`src/hdl/tol_pkg.sv`:
```
// Shared types, codes and layout constants for the text overlay layout block.
// Used by text_overlay_layout; depends on nothing else.
`default_nettype none

package tol_pkg;

    localparam int TOL_GLYPHS_PER_BANK = 32;
    localparam int TOL_POSITION_BITS   = 16;
    localparam int TOL_BANKS           = 3;
    localparam int TOL_QUEUE_DEPTH     = 4;

    localparam int TOL_CFG_INDEX_BITS  = 2;
    localparam int TOL_CFG_DATA_BITS   = 10;

    localparam int TOL_WIDTH_LIMIT     = 320;
    localparam int TOL_HEIGHT_LIMIT    = 240;
    localparam int TOL_MARGIN_NARROW   = 16;
    localparam int TOL_MARGIN_WIDE     = 32;
    localparam int TOL_WRAP_GUARD      = 16;
    localparam int TOL_LINE_STEP       = 11;
    localparam int TOL_GLYPH_HEIGHT    = 10;
    localparam int TOL_RUN_PAD         = 2;
    localparam int TOL_SPACE_ADVANCE   = 6;
    localparam int TOL_FIXED_ADVANCE   = 7;
    localparam int TOL_TAB_STOP        = 32;

    // Register indexes of the configuration port.
    localparam logic [TOL_CFG_INDEX_BITS-1:0] REG_SCREEN_WIDTH  = 2'd0;
    localparam logic [TOL_CFG_INDEX_BITS-1:0] REG_SCREEN_HEIGHT = 2'd1;
    localparam logic [TOL_CFG_INDEX_BITS-1:0] REG_DRAW_PASS     = 2'd2;

    // Character and control codes.
    localparam logic [7:0] CHR_NUL          = 8'h00;
    localparam logic [7:0] CHR_TAB          = 8'h09;
    localparam logic [7:0] CHR_NEWLINE      = 8'h0A;
    localparam logic [7:0] CHR_SPACE        = 8'h20;
    localparam logic [7:0] CHR_BANK0_FIRST  = 8'h21;
    localparam logic [7:0] CHR_BANK1_FIRST  = 8'h40;
    localparam logic [7:0] CHR_BANK2_FIRST  = 8'h60;
    localparam logic [7:0] CHR_GLYPH_END    = 8'h80;
    localparam logic [7:0] CODE_TEXT_COLOUR = 8'h81;
    localparam logic [7:0] CODE_POSITION    = 8'h82;
    localparam logic [7:0] CODE_FIXED_OFF   = 8'h83;
    localparam logic [7:0] CODE_FIXED_ON    = 8'h84;
    localparam logic [7:0] CODE_BG_COLOUR   = 8'h85;

    localparam logic [1:0] BANK_NONE = 2'd3;

    typedef enum logic [1:0] {
        KIND_START = 2'd0,
        KIND_TEXT  = 2'd1,
        KIND_LOAD  = 2'd2,
        KIND_END   = 2'd3
    } t_kind;

    typedef enum logic [1:0] {
        PEND_NONE        = 2'd0,
        PEND_TEXT_COLOUR = 2'd1,
        PEND_BG_COLOUR   = 2'd2,
        PEND_POSITION    = 2'd3
    } t_pend;

    typedef enum logic [2:0] {
        CMD_FILL_RECT   = 3'd0,
        CMD_TEXT_COLOUR = 3'd1,
        CMD_BG_COLOUR   = 3'd2,
        CMD_SELECT_BANK = 3'd3,
        CMD_GLYPH_QUAD  = 3'd4
    } t_cmd;

    typedef struct packed {
        t_cmd        cmd;
        logic [15:0] left_x;
        logic [15:0] top_y;
        logic [15:0] right_x;
        logic [15:0] bottom_y;
        logic [31:0] rgba;
        logic [1:0]  bank;
        logic [7:0]  col;
        logic        last;
    } t_result;

    // Font bank of a printable byte.
    function automatic logic [1:0] glyph_bank(input logic [7:0] c);
        logic [1:0] b;
        if (c < CHR_BANK1_FIRST) begin
            b = 2'd0;
        end else if (c < CHR_BANK2_FIRST) begin
            b = 2'd1;
        end else begin
            b = 2'd2;
        end
        return b;
    endfunction

    // First byte of a bank.
    function automatic logic [7:0] bank_base(input logic [1:0] b);
        logic [7:0] base;
        case (b)
            2'd0:    base = CHR_BANK0_FIRST;
            2'd1:    base = CHR_BANK1_FIRST;
            default: base = CHR_BANK2_FIRST;
        endcase
        return base;
    endfunction

endpackage

`default_nettype wire

```
`src/hdl/text_overlay_layout.sv`:
```
// Text overlay layout: turns a byte stream with control codes into drawing commands.
// Depends on tol_pkg and tol_ram.
// An accepted beat is registered into stage 1, and its results into the result queue.
// Throughput: one item per cycle while the result queue has room for two results;
// the output drains one result per cycle when ready, so two-result items run slower.
// Reset (synchronous, active low) restores the registers and the layout state;
// the glyph table is not cleared, so an entry reads as garbage until it is loaded.
`default_nettype none

module text_overlay_layout #(
    parameter int GLYPHS_PER_BANK = tol_pkg::TOL_GLYPHS_PER_BANK,
    parameter int POSITION_BITS   = tol_pkg::TOL_POSITION_BITS
) (
    input  wire logic                                  i_clk,
    input  wire logic                                  i_rst_n,
    // Configuration write channel.
    input  wire logic                                  i_cfg_valid,
    output logic                                       o_cfg_ready,
    input  wire logic [tol_pkg::TOL_CFG_INDEX_BITS-1:0] i_cfg_index,
    input  wire logic [tol_pkg::TOL_CFG_DATA_BITS-1:0]  i_cfg_data,
    // Input channel: one byte or table load per beat.
    input  wire logic                                  i_in_valid,
    output logic                                       o_in_ready,
    input  wire logic [1:0]                            i_kind,
    input  wire logic [7:0]                            i_text_byte,
    input  wire logic [6:0]                            i_glyph_slot,
    input  wire logic [7:0]                            i_glyph_first_col,
    input  wire logic [7:0]                            i_glyph_last_col,
    // Output channel: one drawing command per beat.
    output logic                                       o_out_valid,
    input  wire logic                                  i_out_ready,
    output logic [2:0]                                 o_command,
    output logic [15:0]                                o_left_x,
    output logic [15:0]                                o_top_y,
    output logic [15:0]                                o_right_x,
    output logic [15:0]                                o_bottom_y,
    output logic [31:0]                                o_rgba,
    output logic [1:0]                                 o_font_bank,
    output logic [7:0]                                 o_glyph_col,
    output logic                                       o_last
);

    import tol_pkg::*;

    // Position width, a one-bit-wider width for compares that must not wrap,
    // and the glyph table and result queue geometry.
    localparam int P     = POSITION_BITS;
    localparam int XW    = POSITION_BITS + 1;
    localparam int DEPTH = TOL_BANKS * GLYPHS_PER_BANK;
    localparam int AW    = $clog2(DEPTH);
    localparam int QAW   = $clog2(TOL_QUEUE_DEPTH);
    localparam int QCW   = QAW + 1;

    // ------------------------------------------------------------------
    // Configuration registers. The user may write them only while the block
    // is idle; the block itself does not enforce this. The port is always ready.
    // ------------------------------------------------------------------
    logic [9:0] r_sw;
    logic [9:0] r_sh;
    logic       r_pass;

    assign o_cfg_ready = 1'b1;

    always_ff @(posedge i_clk) begin
        if (!i_rst_n) begin
            r_sw   <= 10'(TOL_WIDTH_LIMIT);
            r_sh   <= 10'(TOL_HEIGHT_LIMIT);
            r_pass <= 1'b0;
        end else if (i_cfg_valid) begin
            unique case (i_cfg_index)
                REG_SCREEN_WIDTH:  r_sw   <= i_cfg_data;
                REG_SCREEN_HEIGHT: r_sh   <= i_cfg_data;
                REG_DRAW_PASS:     r_pass <= i_cfg_data[0];
                default: ;
            endcase
        end
    end

    // Margins follow the screen size.
    logic [P-1:0] w_left_margin;
    logic [P-1:0] w_top_margin;

    assign w_left_margin = (r_sw <= 10'(TOL_WIDTH_LIMIT))  ? P'(TOL_MARGIN_NARROW)
                                                           : P'(TOL_MARGIN_WIDE);
    assign w_top_margin  = (r_sh <= 10'(TOL_HEIGHT_LIMIT)) ? P'(TOL_MARGIN_NARROW)
                                                           : P'(TOL_MARGIN_WIDE);

    // ------------------------------------------------------------------
    // Stage 0: accept the beat. A table load writes the glyph memory at once;
    // every beat issues a read of the entry its byte would use, so the entry
    // is ready when the item reaches stage 1. A load followed directly by a
    // byte of the same glyph is safe, as the write lands on the edge before
    // the read.
    // ------------------------------------------------------------------
    logic          w_in_fire;
    logic          w_s1_fire;
    logic          r_s1_valid;
    t_kind         r_s1_kind;
    logic [7:0]    r_s1_byte;

    logic          w_wr_en;
    logic [AW-1:0] w_wr_addr;
    logic [15:0]   w_wr_data;
    logic [AW-1:0] w_rd_addr;
    logic [1:0]    w_in_bank;
    logic [7:0]    w_in_index;
    logic [15:0]   w_glyph_entry;

    assign o_in_ready = !r_s1_valid || w_s1_fire;
    assign w_in_fire  = i_in_valid && o_in_ready;

    assign w_in_bank  = glyph_bank(i_text_byte);
    assign w_in_index = i_text_byte - bank_base(w_in_bank);
    assign w_rd_addr  = AW'(32'(w_in_bank) * GLYPHS_PER_BANK + 32'(w_in_index));

    assign w_wr_en   = w_in_fire && (t_kind'(i_kind) == KIND_LOAD)
                       && (32'(i_glyph_slot) < DEPTH);
    assign w_wr_addr = AW'(i_glyph_slot);
    assign w_wr_data = {i_glyph_last_col, i_glyph_first_col};

    tol_ram #(
        .WIDTH (16),
        .DEPTH (DEPTH)
    ) u_glyph_ram (
        .i_clk     (i_clk),
        .i_wr_en   (w_wr_en),
        .i_wr_addr (w_wr_addr),
        .i_wr_data (w_wr_data),
        .i_rd_en   (w_in_fire),
        .i_rd_addr (w_rd_addr),
        .o_rd_data (w_glyph_entry)
    );

    always_ff @(posedge i_clk) begin
        if (!i_rst_n) begin
            r_s1_valid <= 1'b0;
        end else if (w_in_fire) begin
            r_s1_valid <= 1'b1;
        end else if (w_s1_fire) begin
            r_s1_valid <= 1'b0;
        end
    end

    always_ff @(posedge i_clk) begin
        if (w_in_fire) begin
            r_s1_kind <= t_kind'(i_kind);
            r_s1_byte <= i_text_byte;
        end
    end

    // ------------------------------------------------------------------
    // Stage 1: the layout state. The item reads the state and the glyph
    // entry, works out up to two commands and writes the state back in the
    // same cycle, so the next item sees the updated cursor without a stall.
    // The item only commits when the result queue can take two commands.
    // ------------------------------------------------------------------
    logic [P-1:0] r_cx, r_cy, r_rx, r_ry;
    logic         r_fw;
    logic [1:0]   r_lb;
    t_pend        r_pc;
    logic [1:0]   r_oc;
    logic [31:0]  r_ob;

    logic [P-1:0] n_cx, n_cy, n_rx, n_ry;
    logic         n_fw;
    logic [1:0]   n_lb;
    t_pend        n_pc;
    logic [1:0]   n_oc;
    logic [31:0]  n_ob;

    t_result      w_ea, w_eb;
    logic         w_ea_v, w_eb_v;

    logic [QCW-1:0] r_cnt;

    assign w_s1_fire = r_s1_valid && (r_cnt <= QCW'(TOL_QUEUE_DEPTH - 2));

    // A background run is only drawn if it has some width and height.
    function automatic logic run_open(input logic [P-1:0] cx, input logic [P-1:0] cy,
                                      input logic [P-1:0] rx, input logic [P-1:0] ry);
        logic [XW-1:0] lry;
        lry = XW'(cy) + XW'(TOL_GLYPH_HEIGHT);
        return (rx != cx) && (XW'(ry) != lry);
    endfunction

    function automatic t_result run_rect(input logic [P-1:0] cx, input logic [P-1:0] cy,
                                         input logic [P-1:0] rx, input logic [P-1:0] ry);
        t_result r;
        r          = '0;
        r.cmd      = CMD_FILL_RECT;
        r.left_x   = (rx >= P'(TOL_RUN_PAD)) ? 16'(rx - P'(TOL_RUN_PAD)) : 16'(rx);
        r.top_y    = 16'(ry);
        r.right_x  = 16'(cx) + 16'(TOL_RUN_PAD);
        r.bottom_y = 16'(cy) + 16'(TOL_GLYPH_HEIGHT);
        return r;
    endfunction

    always_comb begin
        logic [7:0]   c;
        logic [31:0]  ob_next;
        logic [P-1:0] dx;
        logic [P-1:0] adv_x;
        logic         adv;
        logic         printable;
        logic [1:0]   bank;
        logic [7:0]   first_col;
        logic [7:0]   last_col;

        c         = r_s1_byte;
        ob_next   = {r_ob[23:0], r_s1_byte};
        dx        = '0;
        adv_x     = '0;
        adv       = 1'b0;
        printable = (c >= CHR_SPACE) && (c < CHR_GLYPH_END);
        bank      = glyph_bank(c);
        first_col = w_glyph_entry[7:0];
        last_col  = w_glyph_entry[15:8];

        n_cx = r_cx;
        n_cy = r_cy;
        n_rx = r_rx;
        n_ry = r_ry;
        n_fw = r_fw;
        n_lb = r_lb;
        n_pc = r_pc;
        n_oc = r_oc;
        n_ob = r_ob;

        w_ea   = '0;
        w_eb   = '0;
        w_ea_v = 1'b0;
        w_eb_v = 1'b0;

        unique case (r_s1_kind)
            KIND_START: begin
                n_cx = w_left_margin;
                n_cy = w_top_margin;
                n_rx = w_left_margin;
                n_ry = w_top_margin;
                n_fw = 1'b0;
                n_lb = BANK_NONE;
                n_pc = PEND_NONE;
                n_oc = '0;
                n_ob = '0;
            end
            KIND_TEXT: begin
                if (r_pc != PEND_NONE) begin
                    // Operand byte: the fourth one carries out the pending code.
                    if (r_oc == 2'd3) begin
                        unique case (r_pc)
                            PEND_TEXT_COLOUR: begin
                                w_ea.cmd  = CMD_TEXT_COLOUR;
                                w_ea.rgba = ob_next;
                                w_ea_v    = r_pass;
                            end
                            PEND_BG_COLOUR: begin
                                w_ea.cmd  = CMD_BG_COLOUR;
                                w_ea.rgba = ob_next;
                                w_ea_v    = !r_pass;
                            end
                            PEND_POSITION: begin
                                n_cx = P'({ob_next[23:16], ob_next[31:24]});
                                n_cy = P'({ob_next[7:0], ob_next[15:8]});
                                n_rx = P'({ob_next[23:16], ob_next[31:24]});
                                n_ry = P'({ob_next[7:0], ob_next[15:8]});
                            end
                            default: ;
                        endcase
                        n_pc = PEND_NONE;
                        n_oc = '0;
                        n_ob = '0;
                        adv  = 1'b1;
                    end else begin
                        n_ob = ob_next;
                        n_oc = r_oc + 2'd1;
                    end
                end else if (c == CHR_NUL) begin
                    // Zero bytes are dropped without a wrap check.
                end else if (c == CODE_TEXT_COLOUR || c == CODE_BG_COLOUR
                             || c == CODE_POSITION) begin
                    n_pc = (c == CODE_TEXT_COLOUR) ? PEND_TEXT_COLOUR :
                           (c == CODE_BG_COLOUR)   ? PEND_BG_COLOUR : PEND_POSITION;
                    n_oc = '0;
                    n_ob = '0;
                    if (c == CODE_POSITION) begin
                        w_ea   = run_rect(r_cx, r_cy, r_rx, r_ry);
                        w_ea_v = !r_pass && run_open(r_cx, r_cy, r_rx, r_ry);
                    end
                end else begin
                    adv = 1'b1;
                    case (c)
                        CODE_FIXED_OFF: n_fw = 1'b0;
                        CODE_FIXED_ON:  n_fw = 1'b1;
                        CHR_SPACE:      dx   = P'(TOL_SPACE_ADVANCE);
                        CHR_TAB:        dx   = P'(TOL_TAB_STOP)
                                               - (r_cx & P'(TOL_TAB_STOP - 1));
                        CHR_NEWLINE: begin
                            w_ea   = run_rect(r_cx, r_cy, r_rx, r_ry);
                            w_ea_v = !r_pass && run_open(r_cx, r_cy, r_rx, r_ry);
                            n_cx   = w_left_margin;
                            n_cy   = r_cy + P'(TOL_LINE_STEP);
                            n_rx   = w_left_margin;
                            n_ry   = r_cy + P'(TOL_LINE_STEP);
                        end
                        default: begin
                            if (c >= CHR_BANK0_FIRST && c < CHR_GLYPH_END) begin
                                // Width comes from the glyph's columns and wraps.
                                dx = P'(last_col) - P'(first_col) + P'(1);
                                if (r_pass) begin
                                    if (bank != r_lb) begin
                                        w_ea.cmd  = CMD_SELECT_BANK;
                                        w_ea.bank = bank;
                                        w_ea_v    = 1'b1;
                                        n_lb      = bank;
                                    end
                                    w_eb.cmd      = CMD_GLYPH_QUAD;
                                    w_eb.left_x   = 16'(r_cx);
                                    w_eb.top_y    = 16'(r_cy);
                                    w_eb.right_x  = 16'(r_cx) + 16'(dx);
                                    w_eb.bottom_y = 16'(r_cy) + 16'(TOL_GLYPH_HEIGHT);
                                    w_eb.bank     = bank;
                                    w_eb.col      = first_col;
                                    w_eb_v        = 1'b1;
                                end
                            end
                        end
                    endcase
                    if (n_fw && printable) begin
                        dx = P'(TOL_FIXED_ADVANCE);
                    end
                end
            end
            KIND_LOAD: ;
            KIND_END: begin
                w_ea   = run_rect(r_cx, r_cy, r_rx, r_ry);
                w_ea_v = !r_pass && run_open(r_cx, r_cy, r_rx, r_ry);
                n_pc   = PEND_NONE;
                n_oc   = '0;
                n_ob   = '0;
            end
            default: ;
        endcase

        // Advance and wrap check. A wrap is a newline that first closes the run
        // in the background pass; glyph quads only occur in the other pass, so
        // the second result slot is never claimed twice.
        if (adv) begin
            adv_x = n_cx + dx;
            n_cx  = adv_x;
            if ((XW'(adv_x) + XW'(TOL_WRAP_GUARD)) > XW'(r_sw)) begin
                if (!r_pass) begin
                    w_eb   = run_rect(adv_x, n_cy, n_rx, n_ry);
                    w_eb_v = run_open(adv_x, n_cy, n_rx, n_ry);
                end
                n_cx = w_left_margin;
                n_rx = w_left_margin;
                n_cy = n_cy + P'(TOL_LINE_STEP);
                n_ry = n_cy;
            end
        end
    end

    always_ff @(posedge i_clk) begin
        if (!i_rst_n) begin
            r_cx <= P'(TOL_MARGIN_NARROW);
            r_cy <= P'(TOL_MARGIN_NARROW);
            r_rx <= P'(TOL_MARGIN_NARROW);
            r_ry <= P'(TOL_MARGIN_NARROW);
            r_fw <= 1'b0;
            r_lb <= BANK_NONE;
            r_pc <= PEND_NONE;
            r_oc <= '0;
            r_ob <= '0;
        end else if (w_s1_fire) begin
            r_cx <= n_cx;
            r_cy <= n_cy;
            r_rx <= n_rx;
            r_ry <= n_ry;
            r_fw <= n_fw;
            r_lb <= n_lb;
            r_pc <= n_pc;
            r_oc <= n_oc;
            r_ob <= n_ob;
        end
    end

    // ------------------------------------------------------------------
    // Result queue. Stage 1 pushes zero, one or two commands at once; the
    // output takes one per beat. The queue also parts the two sides, so new
    // items keep flowing while results wait, as long as it has room for two.
    // ------------------------------------------------------------------
    t_result        r_q [TOL_QUEUE_DEPTH];
    logic [QAW-1:0] r_wp;
    logic [QAW-1:0] r_rp;
    logic           w_pop;
    logic [1:0]     w_push_n;
    t_result        w_pk0;
    t_result        w_pk1;

    always_comb begin
        w_push_n = {1'b0, w_ea_v} + {1'b0, w_eb_v};
        w_pk0    = w_ea_v ? w_ea : w_eb;
        w_pk1    = w_eb;
        w_pk0.last = (w_push_n == 2'd1);
        w_pk1.last = 1'b1;
        if (!w_s1_fire) begin
            w_push_n = 2'd0;
        end
    end

    assign o_out_valid = (r_cnt != '0);
    assign w_pop       = o_out_valid && i_out_ready;

    always_ff @(posedge i_clk) begin
        if (!i_rst_n) begin
            r_wp  <= '0;
            r_rp  <= '0;
            r_cnt <= '0;
        end else begin
            r_wp  <= r_wp + QAW'(w_push_n);
            r_rp  <= r_rp + QAW'(w_pop);
            r_cnt <= r_cnt + QCW'(w_push_n) - QCW'(w_pop);
        end
    end

    always_ff @(posedge i_clk) begin
        if (w_push_n != 2'd0) begin
            r_q[r_wp] <= w_pk0;
        end
        if (w_push_n == 2'd2) begin
            r_q[r_wp + QAW'(1)] <= w_pk1;
        end
    end

    assign o_command   = r_q[r_rp].cmd;
    assign o_left_x    = r_q[r_rp].left_x;
    assign o_top_y     = r_q[r_rp].top_y;
    assign o_right_x   = r_q[r_rp].right_x;
    assign o_bottom_y  = r_q[r_rp].bottom_y;
    assign o_rgba      = r_q[r_rp].rgba;
    assign o_font_bank = r_q[r_rp].bank;
    assign o_glyph_col = r_q[r_rp].col;
    assign o_last      = r_q[r_rp].last;

endmodule

`default_nettype wire

```
`src/hdl/tol_ram.sv`:
```
// Generic simple dual-port RAM: one write port, one read port with registered read data.
// Stand-alone; no package needed.
`default_nettype none

module tol_ram #(
    parameter int WIDTH = 16,
    parameter int DEPTH = 96
) (
    input  wire logic                     i_clk,
    input  wire logic                     i_wr_en,
    input  wire logic [$clog2(DEPTH)-1:0] i_wr_addr,
    input  wire logic [WIDTH-1:0]         i_wr_data,
    input  wire logic                     i_rd_en,
    input  wire logic [$clog2(DEPTH)-1:0] i_rd_addr,
    output logic      [WIDTH-1:0]         o_rd_data
);

    logic [WIDTH-1:0] r_mem [DEPTH];

    always_ff @(posedge i_clk) begin
        if (i_wr_en) begin
            r_mem[i_wr_addr] <= i_wr_data;
        end
        if (i_rd_en) begin
            o_rd_data <= r_mem[i_rd_addr];
        end
    end

endmodule

`default_nettype wire
```
`config.mk`:
```
export PLATFORM = sky130hd
export DESIGN_NAME = text_overlay_layout
export DESIGN_NICKNAME = d
export VERILOG_FILES = /design/src/hdl/tol_pkg.sv /design/src/hdl/text_overlay_layout.sv /design/src/hdl/tol_ram.sv
export SDC_FILE = /design/constraint.sdc
export NUM_CORES = 2
export LEC_CHECK = 0
export ABC_AREA = 1
export ABC_CLOCK_PERIOD_IN_PS = 21100
export BUFFER_PORTS_ARGS = -buffer_cell sky130_fd_sc_hd__buf_2
export CAP_MARGIN = 20
export CORE_UTILIZATION = 30
export DETAILED_ROUTE_END_ITERATION = 8
export PLACE_DENSITY = 0.44
export SLEW_MARGIN = 20
export SYNTH_ARGS = -nofsm -noshare
export SYNTH_HDL_FRONTEND = slang
export SYNTH_SLANG_ARGS = --single-unit
```
`constraint.sdc`:
```
create_clock -name i_clk -period 21.1 [get_ports i_clk]
set_input_delay 3.165 -clock i_clk [delete_from_list [all_inputs] [get_ports i_clk]]
set_output_delay 3.165 -clock i_clk [all_outputs]
set_load 0.1 [all_outputs]
```
## Yosys cells after proc, flatten, opt, wreduce, memory -nomap -nowiden

Memories as Yosys holds them, arrays and structs flattened. A register that Yosys moved wholly into a read port is not among the register bits.
Index checks and enable logic that the tools add are counted.

| storage, ports and cells | value |
|---|---|
| memories | 2 |
| RAM bits | 1,976 |
| input port bits | 50 |
| output and inout bits | 113 |
| bits in registers | 134 |
| logic and storage cells | 293 |

| cells by class | value |
|---|---|
| add/sub/neg operators | 25 |
| reductions and logical operators | 38 |
| eq/ne operators | 35 |
| multiplexer cells | 161 |
| $lt $le $gt $ge | 14 |

Memories:

| name | words | width | read ports | clocked after memory_dff | write ports | line | RTL |
|---|---|---|---|---|---|---|---|
| u_glyph_ram.r_mem | 96 | 16 | 1 | 1 | 1 | tol_ram.sv:18 | `logic [WIDTH-1:0] r_mem [DEPTH];` |
| r_q | 4 | 110 | 1 | 1 | 2 | text_overlay_layout.sv:392 | `t_result r_q [TOL_QUEUE_DEPTH];` |

Operator list:

| cell | number |
|---|---|
| $mux 110 | 6 |
| $mux 16 | 40 |
| $mux 67 | 7 |
| $pmux 110 s2 | 1 |
| $pmux 16 s2 | 4 |
| $mux 107 | 1 |
| $mux 24 | 4 |
| $mux 32 | 3 |
| $mux 96 | 1 |
| $mux 10 | 7 |
| $add 16x4->16 const B | 4 |
| $mux 64 | 1 |
| $mux 2 | 30 |
| $pmux 16 s3 | 1 |
| $pmux 24 s2 | 1 |
| $eq 8x8->1 const B | 5 |
| $mux 1 | 39 |
| $add 16x4->17 const B | 2 |
| $ne 16x17->1 | 2 |
| $add 16x16->16 | 2 |
| $add 16x2->16 const B | 2 |
| $ge 16x2->1 const B | 2 |
| $lt 8x7->1 const B | 4 |
| $ne 16x16->1 | 2 |
| other kinds (48) | 102 |

## Longest topological paths before layout

| logic depth | value |
|---|---|
| word-level depth | 24 |
| mapped depth | 55 |
| gate-level depth less buffers | 55 |

## Modules after synthesis

Synthesis repeated with hierarchy kept, for this count alone.

| unflattened totals | value |
|---|---|
| cells, all modules | 10,739 |
| area total of the unflattened synthesis | 100,584.0 sq um |

By module, submodules not included:

| module | cells an instance | seq. area each (sq um) | area an instance (sq um) | times used |
|---|---|---|---|---|
| tol_ram | 5,195 | 46,604.7 | 62,796.5 | 1 |
| text_overlay_layout | 5,544 | 14,594.0 | 37,787.5 | 1 |

## Least setup slack after synthesis

Ideal clock, no wire load.

| path | value |
|---|---|
| path type | register to register |
| start point | register r_s1_kind[0] |
| end point | memory r_q[1][100] in the netlist's numbering, enable pin |
| required time | 20,665 ps |
| buffers on the path | 6 |
| setup slack | 11,896 ps |
| clock period less this slack | 9,204 ps |
| arrival | 8,769 ps |
| stages on the path, launching flop included | 47 |
| library setup time | 435 ps |
| cell sequence | edfxtp_1 -> inv_1 -> ha_1 -> nor2_1 -> inv_1 -> clkbuf_1 -> buf_2 -> clkbuf_1 -> clkbuf_1 -> o32ai_1 -> ha_1 -> fa_1 -> nand2_1 -> a21oi_2 -> xnor2_1 -> inv_1 -> ha_1 -> nand3_1 -> [11 not listed] -> nand3_1 -> nor2_2 -> nand3_4 -> nand2_1 -> inv_2 -> nand2_1 -> nor2_1 -> nand2_1 -> nand2_1 -> ha_1 -> inv_1 -> nor2_1 -> nor2_1 -> nor2_1 -> inv_1 -> clkbuf_1 -> clkbuf_1 -> nand2_1 |

RTL lines:

| item | line | RTL |
|---|---|---|
| start, declared | text_overlay_layout.sv:98 | `t_kind r_s1_kind;` |
| start signal, assigned | text_overlay_layout.sv:146 | `r_s1_kind <= t_kind'(i_kind);` |
| end, declared | text_overlay_layout.sv:392 |  |

==> flow_metrics.py <==
metrics = {
    "outcome": {
        "status": "completed",
    },
    "placement": {
        "placed_area_mm2": 0.104,
        "pre_cts_slack_ps": 10120,
        "hpwl_um": 225000,
        "portBuffers": 161,
        "gp_congestion": 0.913,
    },
    "detailed_routing": {
        "postRouteAntennaNets": 0,
        "post_drt_wl_per_cell_um": 25.4,
        "routed.top_layer": "met5",
        "via_per_inst": 5.36,
        "drc": 0,
        "met1_length_um": 168000,
        "wl_um": 366000,
        "drt_pass1_iterations": 7,
        "wl_met2_um": 165000,
        "dr_wl_met3_um": 21400,
        "vias": 77084,
        "drt_iter0_markers": 7499,
    },
    "cts": {
        "cts_setup_buffers": 0,
        "h-tree-depth": 4,
        "cts_tree": "built",
        "ctsLongestPathBuffers": 4,
        "worstSkewPairLatency_ps": 950,
        "cts.sinks": 2126,
        "cts-root-buf": "clkbuf_16",
        "clkTransAtPathRegs_ps": 60,
        "postCtsHoldBufs": 0,
        "cts_inserted_buffers": 240,
        "ctsResizeCount": 0,
    },
    "timing": {
        "clock.fmax_mhz": 91.0,
        "skew_ps": 103,
        "fin_ws_ps": 10110,
        "tightest_slew_ps": 1150,
        "finalSetupViolCount": 0,
        "hold_viol_final": 0,
        "final_max_slew_viol_count": 0,
        "slew_headroom_pct": 23.4,
        "grt_setup_unrepaired": "false",
        "fin_crit_ps": 10990,
        "setup-tns-final_ps": 0,
        "min_period_over_period_pct": 52.1,
    },
    "critical_path": {
        "cpMostUsedCell": "nand2_1",
        "cp_max_fo": 75,
        "worstPathArrival_ps": 11510,
        "startpoint_type": "register",
        "critPathSlowestCell": "xnor2_1",
        "crit_path_max_incr_delay_ps": 640,
        "worstSetupPathType": "reg2reg",
        "end_kind": "register",
        "critPathRequiredTime_ps": 21620,
    },
    "synthesis": {
        "synth-seq-cells": 2126,
        "synthCells": 9899,
        "synth_ff_type": "edfxtp_1",
        "avgSynthCellArea_um2": 9.97,
        "syn_area_mm2": 0.0987,
        "synth_cell_type_count": 62,
        "yosysSeqAreaShare_pct": 62.0,
        "synth_edf_count": 1862,
        "synth_warnings": 0,
        "async_flop_share_pct": 0,
        "synthesis.nets": 10040,
    },
    "power_and_ir_drop": {
        "power_density_mw_per_mm2": 111,
        "power_uw": 12500,
        "vdd_drop_max_v": 0.0000724,
        "cellLeakagePower_uw": 0.0394,
    },
    "global_route": {
        "gr-total-overflow": 0,
        "grt_max_degree": 240,
        "antenna_found_initial": 27,
        "grt_use_total_pct": 21.3,
        "grt_pass1_vias": 72250,
        "grt_pass1_wl_um": 526000,
    },
    "finish": {
        "finalNetCount": 9973,
        "layout-drive-gt1-share_pct": 9.45,
        "fill_cells": 33249,
        "area_growth_pct": 13.3,
        "design_area_mm2": 0.112,
    },
    "worst_hold_path": {
        "hold_class": "reg2reg",
    },
    "die": {
        "io_pins": 163,
        "dieArea_mm2": 0.331,
        "die_y_um": 576,
        "die_x_um": 576,
        "initial_core_util_pct": 30.2,
        "fp-row-count": 210,
        "core_area_mm2": 0.327,
    },
    "flow_run": {
        "drv_cap": 0,
    },
}
stage by stage:
stage | hold slack (ps) | std cells | utilization [%]
detailed placement | 445 | 13935 | 31.9
floorplan | 429 | 9899 | -
global route | 474 | 14382 | 34.2
global placement | 440 | 13933 | 31.9
finish | 463 | 14394 | 34.2
CTS | 459 | 14377 | 34.2
synthesized netlist by cell type (8+ instances only):
cell / n / area (um^2)
a211oi_1: 16 / 120
a21oi_1: 205 / 1030
a31oi_1: 26 / 163
buf_1: 42 / 158
buf_2: 45 / 225
buf_4: 12 / 90.1
buf_6: 11 / 124
clkbuf_1: 592 / 2220
dfxtp_1: 264 / 5290
edfxtp_1: 1862 / 55900
ha_1: 86 / 1080
inv_1: 429 / 1610
inv_2: 19 / 71.3
nand2_1: 1312 / 4920
nand2_2: 66 / 413
nand3_1: 1027 / 5140
nand3_2: 19 / 190
nand4_1: 48 / 300
nor2_1: 1492 / 5600
nor2_2: 17 / 106
nor3_1: 34 / 170
o211ai_1: 91 / 683
o21ai_0: 1329 / 6650
o21ai_1: 114 / 571
o221a_2: 12 / 135
o221ai_1: 284 / 2490
o22ai_1: 244 / 1530
o32ai_1: 9 / 78.8
xnor2_1: 8 / 70.1
xor2_1: 91 / 797
critical path, delay by kind of cell (launching register included):
| family | cells | cell delay, ps |
|---|---|---|
| buffers and inverters | 10 | 2460 |
| flip-flops | 1 | 470 |
| AND/OR/NAND/NOR | 26 | 4540 |
| adder cells (fa/ha/maj) | 5 | 1730 |
| XOR/XNOR | 2 | 790 |
| AO/OA/AOI/OAI | 3 | 490 |
flip-flops by register name, indices dropped and copies added (netlist names), 3 cells and up:
name,cells
r_sh,10
r_cy,16
r_sw,10
r_ry,16
r_cnt,3
u_glyph_ram.o_rd_data,16
r_rx,16
r_cx,16
r_q,440
r_ob,24
u_glyph_ram.r_mem,1536
r_s1_byte,8
final timing paths:
kind / to / start / slack, ps / cells past startpoint
worst max-delay path: r_q[0][65]$_DFFE_PP_ / r_s1_byte[2]$_DFFE_PP_ / 10110 / 46
worst min-delay path: r_rx[0]$_SDFFE_PN0P_ / r_rx[0]$_SDFFE_PN0P_ / 460 / 2
worst max register to register: r_q[0][65]$_DFFE_PP_ / r_s1_byte[2]$_DFFE_PP_ / 10110 / 46
worst min register to register: r_rx[0]$_SDFFE_PN0P_ / r_rx[0]$_SDFFE_PN0P_ / 460 / 2
final cells by class:
| cell class | count | area (um^2) | share of cell area (%) |
|---|---|---|---|
| sequential | 2126 | 61200 | 54.7 |
| multi-input combinational | 6615 | 33300 | 29.7 |
| clock buffer | 299 | 6360 | 5.68 |
| tap | 4346 | 5440 | 4.86 |
| timing repair buffer | 395 | 2720 | 2.43 |
| inverter | 454 | 1740 | 1.56 |
| clock inverter | 143 | 1120 | 1.00 |
| antenna | 16 | 40.0 | 0.0358 |
cells in the final DEF, fill, tap and decap left out, drive strengths merged, types with 26 or more instances in the layout:
cell type     n
xor2         91
nand2      1380
edfxtp     1862
ha           86
nor3         36
o21ai      1443
o211ai       91
nor2       1515
clkbuf      299
o221ai      284
a21oi       211
buf         395
clkinv      124
dfxtp       264
nand3      1047
nand4        48
inv         454
a31oi        26
o22ai       244
logic make-up (layout without fill, tap and decap cells):
| kind of cell | Yosys count | in the layout | share of synthesized area, % |
|---|---|---|---|
| compound gates | 2379 | 2379 | 14.0 |
| xor+xnor | 99 | 99 | 0.878 |
| fa+ha+maj | 91 | 91 | 1.19 |
| buf+inv | 1158 | 1291 | 4.60 |
| flops | 2126 | 2126 | 62.0 |
| other cells | 1 | 17 | 0.00380 |
| simple gates | 4045 | 4045 | 17.3 |
routing by layer:
metal	global-route usage, %	up-vias
met1	30.6	38517
met5	0	-
met4	6.63	6
met3	2.36	481
li1	-	35389
met2	33.6	2691
report_power, final:
group / switching (uW) / internal, uW
clock: 1760 / 2270
combinational: 2980 / 745
sequential: 76.9 / 4640
total: 4810 / 7650
(Power assumes the default switching activity.)
